### config.mk
export PLATFORM = sky130hd
export DESIGN_NAME = button_press_classifier
export DESIGN_NICKNAME = d
export VERILOG_FILES = /design/src/bpc_pkg.sv /design/src/bpc_lane.sv /design/src/bpc_merge.sv /design/src/button_press_classifier.sv
export SDC_FILE = /design/constraint.sdc
export NUM_CORES = 1
export LEC_CHECK = 0
export BUFFER_PORTS_ARGS = -buffer_cell sky130_fd_sc_hd__buf_4
export CORE_AREA = 5 5 228 230
export CTS_BUF_LIST = sky130_fd_sc_hd__clkbuf_8
export DETAILED_ROUTE_END_ITERATION = 8
export DIE_AREA = 0 0 233 235
export PLACE_DENSITY = 0.85
export SLEW_MARGIN = 30
export SYNTH_ARGS = -nofsm -noshare
export SYNTH_HDL_FRONTEND = slang
export SYNTH_SLANG_ARGS = --single-unit
export TNS_END_PERCENT = 1
### constraint.sdc
create_clock -name aclk -period 3.8 [get_ports aclk]
set_clock_uncertainty 0.05 [all_clocks]
set_input_delay 0.57 -clock aclk [delete_from_list [all_inputs] [get_ports aclk]]
set_output_delay 0.57 -clock aclk [all_outputs]
set_load 0.02 [all_outputs]
### src/bpc_pkg.sv
// bpc_pkg: shared types and constants for the button press classifier.
// No dependencies.
`timescale 1ns / 1ps

package bpc_pkg;

    localparam int CNT_W   = 16;
    localparam int LEVEL_W = 8;
    localparam int CFG_AW  = 2;

    localparam logic [CNT_W-1:0] CNT_MAX          = {CNT_W{1'b1}};
    localparam logic [CNT_W-1:0] DEBOUNCE_RST     = 16'd80;
    localparam logic [CNT_W-1:0] SHORT_MAX_RST    = 16'd1500;
    localparam logic [CNT_W-1:0] LONG_RST         = 16'd3000;

    typedef enum logic [CFG_AW-1:0] {
        REG_DEBOUNCE  = 2'd0,
        REG_SHORT_MAX = 2'd1,
        REG_LONG      = 2'd2
    } bpc_reg_idx_t;

    typedef struct packed {
        logic [CNT_W-1:0] debounce_ticks;
        logic [CNT_W-1:0] short_max_ticks;
        logic [CNT_W-1:0] long_ticks;
    } bpc_cfg_t;

    typedef struct packed {
        logic short_hit;
        logic long_hit;
    } bpc_flags_t;

endpackage

### src/bpc_lane.sv
// bpc_lane: per-button debounce and hold timer, flags short and long presses.
// Depends on bpc_pkg.
`timescale 1ns / 1ps

module bpc_lane
    import bpc_pkg::*;
(
    input  logic       aclk,
    input  logic       aresetn,
    input  logic       en,
    input  logic       level,
    input  bpc_cfg_t   cfg,
    output bpc_flags_t flags
);

    logic             prev_level_reg, prev_level_next;
    logic [CNT_W-1:0] since_reg, since_next;
    logic [CNT_W-1:0] hold_reg, hold_next;
    logic             pressing_reg, pressing_next;
    logic             long_done_reg, long_done_next;

    logic [CNT_W-1:0] since_inc;
    logic [CNT_W-1:0] hold_inc;

    always_comb begin
        since_inc = (since_reg == CNT_MAX) ? CNT_MAX : since_reg + 1'b1;
        hold_inc  = hold_reg;
        if (pressing_reg && hold_reg != CNT_MAX) begin
            hold_inc = hold_reg + 1'b1;
        end

        prev_level_next = level;
        since_next      = since_inc;
        hold_next       = hold_inc;
        pressing_next   = pressing_reg;
        long_done_next  = long_done_reg;
        flags           = '0;

        if (level != prev_level_reg) begin
            if (!level) begin
                // falling edge: only a press once the debounce window has run out
                if (since_inc >= cfg.debounce_ticks) begin
                    pressing_next  = 1'b1;
                    hold_next      = '0;
                    long_done_next = 1'b0;
                    since_next     = '0;
                end
            end else begin
                flags.short_hit = pressing_reg && !long_done_reg &&
                                  (hold_inc < cfg.short_max_ticks);
                pressing_next   = 1'b0;
            end
        end else if (!level && pressing_reg && !long_done_reg) begin
            if (hold_inc >= cfg.long_ticks) begin
                long_done_next = 1'b1;
                flags.long_hit = 1'b1;
            end
        end
    end

    always_ff @(posedge aclk) begin
        if (!aresetn) begin
            prev_level_reg <= 1'b1;
            since_reg      <= '0;
            hold_reg       <= '0;
            pressing_reg   <= 1'b0;
            long_done_reg  <= 1'b0;
        end else if (en) begin
            prev_level_reg <= prev_level_next;
            since_reg      <= since_next;
            hold_reg       <= hold_next;
            pressing_reg   <= pressing_next;
            long_done_reg  <= long_done_next;
        end
    end

endmodule

### src/bpc_merge.sv
// bpc_merge: gathers lane flags into the two masks and holds the result register.
// Depends on bpc_pkg.
`timescale 1ns / 1ps

module bpc_merge
    import bpc_pkg::*;
#(
    parameter int BUTTONS = 8
) (
    input  logic               aclk,
    input  logic               aresetn,
    input  logic               load,
    input  logic               take,
    input  bpc_flags_t         lane_flags [BUTTONS],
    output logic               out_valid,
    output logic [LEVEL_W-1:0] short_mask,
    output logic [LEVEL_W-1:0] long_mask
);

    logic               valid_reg, valid_next;
    logic [LEVEL_W-1:0] short_reg, short_next;
    logic [LEVEL_W-1:0] long_reg, long_next;

    // only the first LEVEL_W lanes reach the masks
    for (genvar i = 0; i < LEVEL_W; i++) begin : g_bit
        if (i < BUTTONS) begin : g_lane
            assign short_next[i] = lane_flags[i].short_hit;
            assign long_next[i]  = lane_flags[i].long_hit;
        end else begin : g_none
            assign short_next[i] = 1'b0;
            assign long_next[i]  = 1'b0;
        end
    end

    always_comb begin
        valid_next = valid_reg;
        if (load) begin
            valid_next = 1'b1;
        end else if (take) begin
            valid_next = 1'b0;
        end
    end

    always_ff @(posedge aclk) begin
        if (!aresetn) begin
            valid_reg <= 1'b0;
        end else begin
            valid_reg <= valid_next;
        end
    end

    always_ff @(posedge aclk) begin
        if (load) begin
            short_reg <= short_next;
            long_reg  <= long_next;
        end
    end

    assign out_valid  = valid_reg;
    assign short_mask = short_reg;
    assign long_mask  = long_reg;

endmodule

### src/button_press_classifier.sv
// button_press_classifier: top level, config registers, one lane per button, merge.
// Depends on bpc_pkg, bpc_lane, bpc_merge.
`timescale 1ns / 1ps
//
// channel | ports                                 | direction
// s_      | s_valid, s_ready, s_button_levels     | tick in
// m_      | m_valid, m_ready, m_short_mask,       | masks out
//         | m_long_mask                           |
// cfg_    | cfg_we, cfg_addr, cfg_wdata           | register write
//
// One tick per cycle while m_ready does not stall the output; its masks appear in the cycle after the transfer.
// All lanes update in the accept cycle; the single output register sets latency.
// s_ready is high while the output register is empty or being taken.
// Synchronous active-low reset restores defaults and clears all lane state.

module button_press_classifier
    import bpc_pkg::*;
#(
    parameter int BUTTONS = 8
) (
    input  logic               aclk,
    input  logic               aresetn,
    input  logic               s_valid,
    output logic               s_ready,
    input  logic [LEVEL_W-1:0] s_button_levels,
    output logic               m_valid,
    input  logic               m_ready,
    output logic [LEVEL_W-1:0] m_short_mask,
    output logic [LEVEL_W-1:0] m_long_mask,
    input  logic               cfg_we,
    input  logic [CFG_AW-1:0]  cfg_addr,
    input  logic [CNT_W-1:0]   cfg_wdata
);

    bpc_cfg_t   cfg_reg, cfg_next;
    bpc_flags_t lane_flags [BUTTONS];
    logic       accept;

    always_comb begin
        cfg_next = cfg_reg;
        if (cfg_we) begin
            unique case (cfg_addr)
                REG_DEBOUNCE:  cfg_next.debounce_ticks  = cfg_wdata;
                REG_SHORT_MAX: cfg_next.short_max_ticks = cfg_wdata;
                REG_LONG:      cfg_next.long_ticks      = cfg_wdata;
                default:       cfg_next = cfg_reg;
            endcase
        end
    end

    always_ff @(posedge aclk) begin
        if (!aresetn) begin
            cfg_reg.debounce_ticks  <= DEBOUNCE_RST;
            cfg_reg.short_max_ticks <= SHORT_MAX_RST;
            cfg_reg.long_ticks      <= LONG_RST;
        end else begin
            cfg_reg <= cfg_next;
        end
    end

    assign s_ready = !m_valid || m_ready;
    assign accept  = s_valid && s_ready;

    for (genvar i = 0; i < BUTTONS; i++) begin : g_lane
        logic lane_level;
        // buttons past the input width stay released
        if (i < LEVEL_W) begin : g_in
            assign lane_level = s_button_levels[i];
        end else begin : g_idle
            assign lane_level = 1'b1;
        end

        bpc_lane u_lane (
            .aclk    (aclk),
            .aresetn (aresetn),
            .en      (accept),
            .level   (lane_level),
            .cfg     (cfg_reg),
            .flags   (lane_flags[i])
        );
    end

    bpc_merge #(
        .BUTTONS (BUTTONS)
    ) u_merge (
        .aclk       (aclk),
        .aresetn    (aresetn),
        .load       (accept),
        .take       (m_ready),
        .lane_flags (lane_flags),
        .out_valid  (m_valid),
        .short_mask (m_short_mask),
        .long_mask  (m_long_mask)
    );

endmodule

==> results of run 1 <==
==> through the flow <==
step / std cells / utilization (%) / setup TNS (ps) / power, uW
floorplan: 3361 / - / -387 / 4320
global placement: 4084 / 58.0 / 0 / 4650
detailed placement: 4084 / 58.0 / -585 / 4670
CTS: 4202 / 60.8 / 0 / 8580
global route: 4206 / 61.3 / -838 / 8880
finish: 4206 / 61.3 / -18.3 / 8590
==> per-layer routing <==
metal	vias up	track usage, %	wire (um)
li1	12600	-	-
met1	12200	36.1	32300
met5	-	0	0
met4	0	18.4	5950
met3	385	5.82	8280
met2	1265	44.4	35300
==> worst max-delay path: stages (launching register included) <==
cell and delay [ps]:
dfxtp_1 330, ha_1 210, and4_1 230, nand4_1 240, nor3_2 100, buf_4 170
or2_2 300, ha_1 210, or3b_2 440, o2111ai_1 110, and3_1 190, o41ai_1 80
buf_4 180, a21o_1 210, buf_4 140, or4_1 400, a31oi_1 160
==> final cells by class <==
cell class	instances	area [sq um]
clock buffer	77	1060
clock inverter	41	310
inverter	112	423
sequential	345	7070
tap	672	841
timing repair buffer	196	1540
multi-input combinational	2761	19200
fill	4142	19200
antenna	2	5.00
==> cells by family after synthesis <==
group	Yosys count	synth area share [%]
buf+inv	255	3.60
flops	345	26.2
mux	16	0.659
compound gates	835	20.2
simple gates	1263	22.7
xor+xnor	247	8.05
fa+ha+maj	400	18.6
==> power by group <==
group          total (uW)  leakage [uW]  switching, uW  internal (uW)
Clock                3940      0.000742           1800           2140
Combinational         922        0.0100            620            302
Sequential           3730       0.00282           32.8           3700
==> cells in the final DEF, fill, tap and decap left out, types with 8 or more instances in the layout <==
master     count
nand2_1      412
ha_1         399
dfxtp_1      324
a21oi_1      251
nor2_1       238
buf_4        189
nand3_1      173
o21ai_0      144
xnor2_1      140
inv_1        121
xor2_1       105
nand4_1       99
a21o_1        80
clkbuf_8      77
a31oi_1       60
nor3_1        59
a22o_1        53
and3_1        47
o211ai_1      46
nand2b_1      38
o21a_1        35
a211oi_1      28
nor2b_1       26
and4_1        25
and2_1        20
or2_2         17
or3_1         17
edfxtp_1      16
clkinv_2      15
mux2_2        14
nand3b_1       9
nor4_1         9
o31ai_1        9
o2bb2ai_1      9
o221a_2        9
a211o_1        8
a311oi_1       8
==> final timing paths <==
check	endpoint	slack, ps	depth (start not counted)	start
worst min register to register	cfg_reg[30]$_SDFFE_PN0P_	400	2	cfg_reg[30]$_SDFFE_PN0P_
worst min-delay path	g_lane[0].u_lane.pressing_reg$_SDFFE_PN0P_	100	2	s_button_levels[0]
worst max register to register	g_lane[2].u_lane.hold_reg[2]$_SDFFE_PN0P_	-20	16	g_lane[2].u_lane.since_reg[0]$_SDFFE_PN0P_
worst max-delay path	g_lane[2].u_lane.hold_reg[2]$_SDFFE_PN0P_	-20	16	g_lane[2].u_lane.since_reg[0]$_SDFFE_PN0P_
==> timing repair <==
| action | CTS | global route |
|---|---|---|
| gates resized for setup | 5 | 53 |
| buffers inserted | 0 | 2 |
| setup endpoints to repair | 22 | 185 |
| pin swaps | 0 | 8 |
==> metrics.md, run 1 <==
| Metric | Value |
|---|---|
| Status | `finished, violations left` |
| Failing checks | `setup timing` |
| Die ar. | `54,800 sq um` |
| CP Class | `flop to flop` |
| Setup crit start kind | `flop` |
| Asr flop ratio synth | `0%` |
| Number of CTS-inserted buffers | `66` |
| Synth Flop Type | `dfxtp_1` |
| GRT Total Usage | `28.6%` |
| Slew margin rel. | `46.6%` |
| Routed via count | `26.4k` |
| Period minus WS final | `3820 ps` |
| RSZ-0062 raised after global routing | `true` |
| Drc violations | `0` |
| Yosys top cell area share | `24.4%` |
| Seq/Total Area, Yosys | `26.2%` |
| Congestion Overflow GR | `0` |
| Synth cell types | `83` |
| Pin count of the biggest net entering global routing | `100` |
| EDFF count, synth | `16` |
| Hold Path Class | `input pin to flop` |
| Clk slew on worst S/H paths | `60 ps` |
| Syn_area_per_cell | `8.02 sq um` |
| Total Wirelength | `81,800 um` |
| Cell Pwr Density | `282 nW/um^2` |
| CP Data Required Time | `4340 ps` |
| Setup Viol. Count Final | `1` |
| Final hold violations | `0` |
| Design area | `30,400 sq um` |
| Die H | `235 um` |
| Starting Density | `54.3%` |
| Worst-margin pin slew | `801 ps` |
| Leak | `0.0136 uW` |
| Clk sink count | `345` |
| Clock Latency Late Sink | `680 ps` |
| Tcrit/Tclk final | `100%` |
| Worst-path maximum fanout | `5` |
| Setup WS pre-CTS | `-86.4 ps` |
| Initial antenna violation count | `3` |
| Post-DP HPWL | `58,100 um` |
| Wire length per cell | `19.4 um` |
| Max Buffers Root-to-Sink | `3` |
| Cell Area, Synth | `27,000 sq um` |
| RePlAce Congestion | `0.953` |
| Synth area leader | `dfxtp_1` |
| Nets | `3,913` |
| Peak VDD IR | `219 uV` |
| Number of global-route vias before repair | `25.1k` |
| DP Area | `28,800 sq um` |
| Hold Buf Count CTS | `0` |
| Iteration-0 DRC Markers | `2,750` |
| Number of synthesized register bits | `345` |
| Max_cap viols | `0` |
| First-pass GRT wire length | `129,000 um` |
| Die width | `233 um` |
| Max Freq | `262 MHz` |
| # rows | `82` |
| Root buf cell | `clkbuf_8` |
| Final Slew Violations | `0` |
| Synth warn | `0` |
| Syn_nets | `3,792` |
| Syn Inst Count | `3,361` |
| CTS tree | `done` |
| Vias per cell | `6.28` |
| First-pass DRT Iterations | `8` |
| Post-DRT Antenna Nets | `0` |
| Placeable Area | `49,700 sq um` |
| Share of layout cells above drive strength 1 | `11.8%` |
| Htree depth | `3` |
| Hold_ws | `97.9 ps` |
| Count leader, synth | `nand2_1` |
| Crit. End Element | `flop` |
| Critical path arrival | `4360 ps` |
| Fin worst setup slack | `-18.3 ps` |
| Post-synth top cells | `nand2_1, ha_1, dfxtp_1` |
| Area growth syn-to-layout | `12.9%` |
| Port bufs | `48` |
| Area contributors post-synth | `dfxtp_1, ha_1, nand2_1` |
| # IOs | `49` |
No activity file was read; power rests on OpenSTA's default activity.
==> inputs of run 2 (changes only) <==
RECOVER_POWER = 50   (was unset)
SKIP_LAST_GASP = 1   (was unset)
==> run 2 against run 1 <==
  * The flow finishes with violations (capacitance limit, slew limit, setup timing)
  * Non-clock buffer count unchanged
  * Global-route usage barely moved
  * Cell count unchanged
  * Total power is essentially flat
  * Combinational power down 2%
  * Clock-buffer cell count unchanged
  * Sequential share of layout area is 0.17 points higher
  * Critical endpoint is now g_lane[6].u_lane.hold_reg[5]$_SDFFE_PN0P_
  * Largest power group unchanged
  * Highest routed layer unchanged
==> metrics.md, run 2 (synthesis gave the netlist of run 1 again) <==
| Metric | Value |
|---|---|
| Commonest non-fill, non-tap cell in the layout | `nand2_1 (unchanged)` |
| Setup Viol. Count Final | `2 (was 1)` |
| CTS tree | `done (unchanged)` |
| CP top delay family | `compound AO/OA/AOI/OAI gates (was simple AND/OR/NAND/NOR gates)` |
| Crit. End Element | `flop (unchanged)` |
| DP Area | `28,800 sq um (unchanged)` |
| First-pass DRT Iterations | `6 (was 8)` |
| Final Slew Violations | `29 (was 0)` |
| Starting Density | `54.3% (unchanged)` |
| Seq pwr share | `43.4% (about the same)` |
| Drc violations | `0 (unchanged)` |
| CP Class | `flop to flop (unchanged)` |
| Port bufs | `48 (unchanged)` |
| Die ar. | `54,800 sq um (unchanged)` |
| GRT Total Usage | `28.6% (about the same)` |
| Design area | `30,200 sq um (was 30,400 sq um)` |
| Root buf cell | `clkbuf_8 (unchanged)` |
| Iteration-0 DRC Markers | `2,715 (was 2,750)` |
| Most frequent cells in the layout | `nand2_1, ha_1, dfxtp_1 (unchanged)` |
| Worst-margin pin slew | `1590 ps (was 801 ps)` |
| # IOs | `49 (unchanged)` |
| Fin worst setup slack | `-16.4 ps (was -18.3 ps)` |
| Clk slew on worst S/H paths | `60 ps (about the same)` |
| Cell Pwr Density | `284 nW/um^2 (was 282 nW/um^2)` |
| Initial antenna violation count | `3 (unchanged)` |
| Area growth syn-to-layout | `12.1% (was 12.9%)` |
| Pin count of the biggest net entering global routing | `100 (unchanged)` |
| RePlAce Congestion | `0.953 (unchanged)` |
| Post-DRT Antenna Nets | `0 (unchanged)` |
| Final hold violations | `0 (unchanged)` |
| Max Freq | `262 MHz (about the same)` |
| Psw | `2460 uW (was 2450 uW)` |
| Total Wirelength | `81,600 um (was 81,800 um)` |
| Total power | `8580 uW (was 8590 uW)` |
| Clk pwr share | `46.0% (was 45.8%)` |
| Clock Latency Late Sink | `680 ps (about the same)` |
| First-pass GRT wire length | `128,000 um (was 129,000 um)` |
| Critical path arrival | `4310 ps (was 4360 ps)` |
| Tcrit/Tclk final | `100% (about the same)` |
| Period minus WS final | `3820 ps (about the same)` |
| CP cell instances | `and4_1 -> nand3_1 -> or3_1 -> nand2_1 -> ha_1 -> o21ai_0 -> a211oi_1 -> o41ai_2 -> a2111oi_1 -> nor3_2 -> buf_4 -> a21o_1 -> a22o_1 (was ha_1 -> and4_1 -> nand4_1 -> nor3_2 -> buf_4 -> or2_2 -> ha_1 -> or3b_2 -> o2111ai_1 -> and3_1 -> o41ai_1 -> buf_4 -> a21o_1 -> buf_4 -> or4_1 -> a31oi_1)` |
| RSZ-0062 raised after global routing | `true (unchanged)` |
| Nets | `3,913 (unchanged)` |
| Share of layout cells above drive strength 1 | `10.2% (was 11.8%)` |
| Htree depth | `3 (unchanged)` |
| Leak | `0.0134 uW (was 0.0136 uW)` |
| Setup crit start kind | `flop (unchanged)` |
| Failing checks | `capacitance limit, slew limit, setup timing (was setup timing)` |
| Slew margin rel. | `-6.14% (was 46.6%)` |
| # rows | `82 (unchanged)` |
| Worst-path maximum fanout | `18 (was 5)` |
| Slowest-stage cell, CP | `or3_1 (was or3b_2)` |
| Max Buffers Root-to-Sink | `3 (unchanged)` |
| Placeable Area | `49,700 sq um (unchanged)` |
| Number of CTS-inserted buffers | `66 (unchanged)` |
| Logic pwr share | `10.6% (was 10.7%)` |
| Clk sink count | `345 (unchanged)` |
| Number of global-route vias before repair | `25.1k (unchanged)` |
| Switching share of power | `28.7% (was 28.6%)` |
| Int Pwr | `6120 uW (was 6130 uW)` |
| CP bufs+invs | `1 (was 3)` |
| Routed via count | `26.4k (about the same)` |
| Post-DP HPWL | `58,100 um (unchanged)` |
| Slowest cell delay on critical path | `640 ps (was 440 ps)` |
| Vias per cell | `6.27 (was 6.28)` |
| Peak VDD IR | `218 uV (was 219 uV)` |
| Status | `finished, violations left (unchanged)` |
| CP Data Required Time | `4300 ps (was 4340 ps)` |
| Congestion Overflow GR | `0 (unchanged)` |
| Die H | `235 um (unchanged)` |
| Wire length per cell | `19.4 um (about the same)` |
| TNS Setup | `-27.0 ps (was -18.3 ps)` |
| Hold Path Class | `input pin to flop (unchanged)` |
| Die width | `233 um (unchanged)` |
| Max_cap viols | `1 (was 0)` |
-- run 2: cell count changes in the layout (fill, tap and decap cells not counted), moves of 4 or more --
cell and change:
or3_4 -4, and3_1 +5, clkbuf_1 +20, a211oi_2 -4, buf_4 -20, and3_2 -4
or3_1 +4, a211oi_1 +4
-- run 2: path summary, 6_finish.rpt --
| check | start | to | slack, ps | cells past startpoint |
|---|---|---|---|---|
| min | s_button_levels[0] | g_lane[0].u_lane.pressing_reg$_SDFFE_PN0P_ | 90 | 2 |
| max reg2reg | g_lane[6].u_lane.since_reg[2]$_SDFFE_PN0P_ | g_lane[6].u_lane.hold_reg[5]$_SDFFE_PN0P_ | -20 | 13 |
| max | g_lane[6].u_lane.since_reg[2]$_SDFFE_PN0P_ | g_lane[6].u_lane.hold_reg[5]$_SDFFE_PN0P_ | -20 | 13 |
| min reg2reg | cfg_reg[30]$_SDFFE_PN0P_ | cfg_reg[30]$_SDFFE_PN0P_ | 400 | 2 |
-- run 2: power by group through the flow --
stage / combinational [uW] / clock [uW] / sequential, uW
after floorplan: 513 / 0 / 3810
after global placement: 848 / 0 / 3800
after global routing: 975 / 4160 / 3730
after CTS: 877 / 3980 / 3730
final: 907 / 3950 / 3730
after detailed placement: 869 / 0 / 3810
-- run 2: metrics by stage --
step           util (%)  hold WS, ps  worst slack [ps]  std cells
6_report           60.8         89.3             -16.4       4206
5_1_grt            60.8         78.8              -176       4206
4_1_cts            60.8         63.0             -29.8       4202
3_5_place_dp       58.0          396             -86.4       4084
3_3_place_gp       58.0          392              25.0       4084
2_1_floorplan         -          386             -75.5       3361
-- run 2: timing repair --
item,4_1_cts,5_1_grt
hold buffers,0,0
endpoints found under the setup margin,22,186
pin swaps,0,3
buffers inserted,0,2
resized for setup,2,20
-- run 2: cell type report --
type / instances / area (sq um)
tap: 672 / 841
inverter: 112 / 422
sequential: 345 / 7070
fill: 4189 / 19500
antenna: 2 / 5.00
timing repair buffer: 196 / 1450
clock inverter: 41 / 310
clock buffer: 77 / 1060
multi-input combinational: 2761 / 19100
-- run 2: routing by layer --
layer	routed length [um]	track usage, %
met2	35300	44.2
met1	32400	36.1
met3	8160	5.86
met4	5790	18.6
met5	0	0
-- run 2: worst reg2reg max path: cells and delay by family (launching register included) --
family / cells / cell delay (ps)
DFF: 1 / 410
buffers and inverters: 1 / 190
AOI/OAI and AO/OA: 6 / 1510
adders and majority gates: 1 / 180
and+or+nand+nor: 5 / 1350
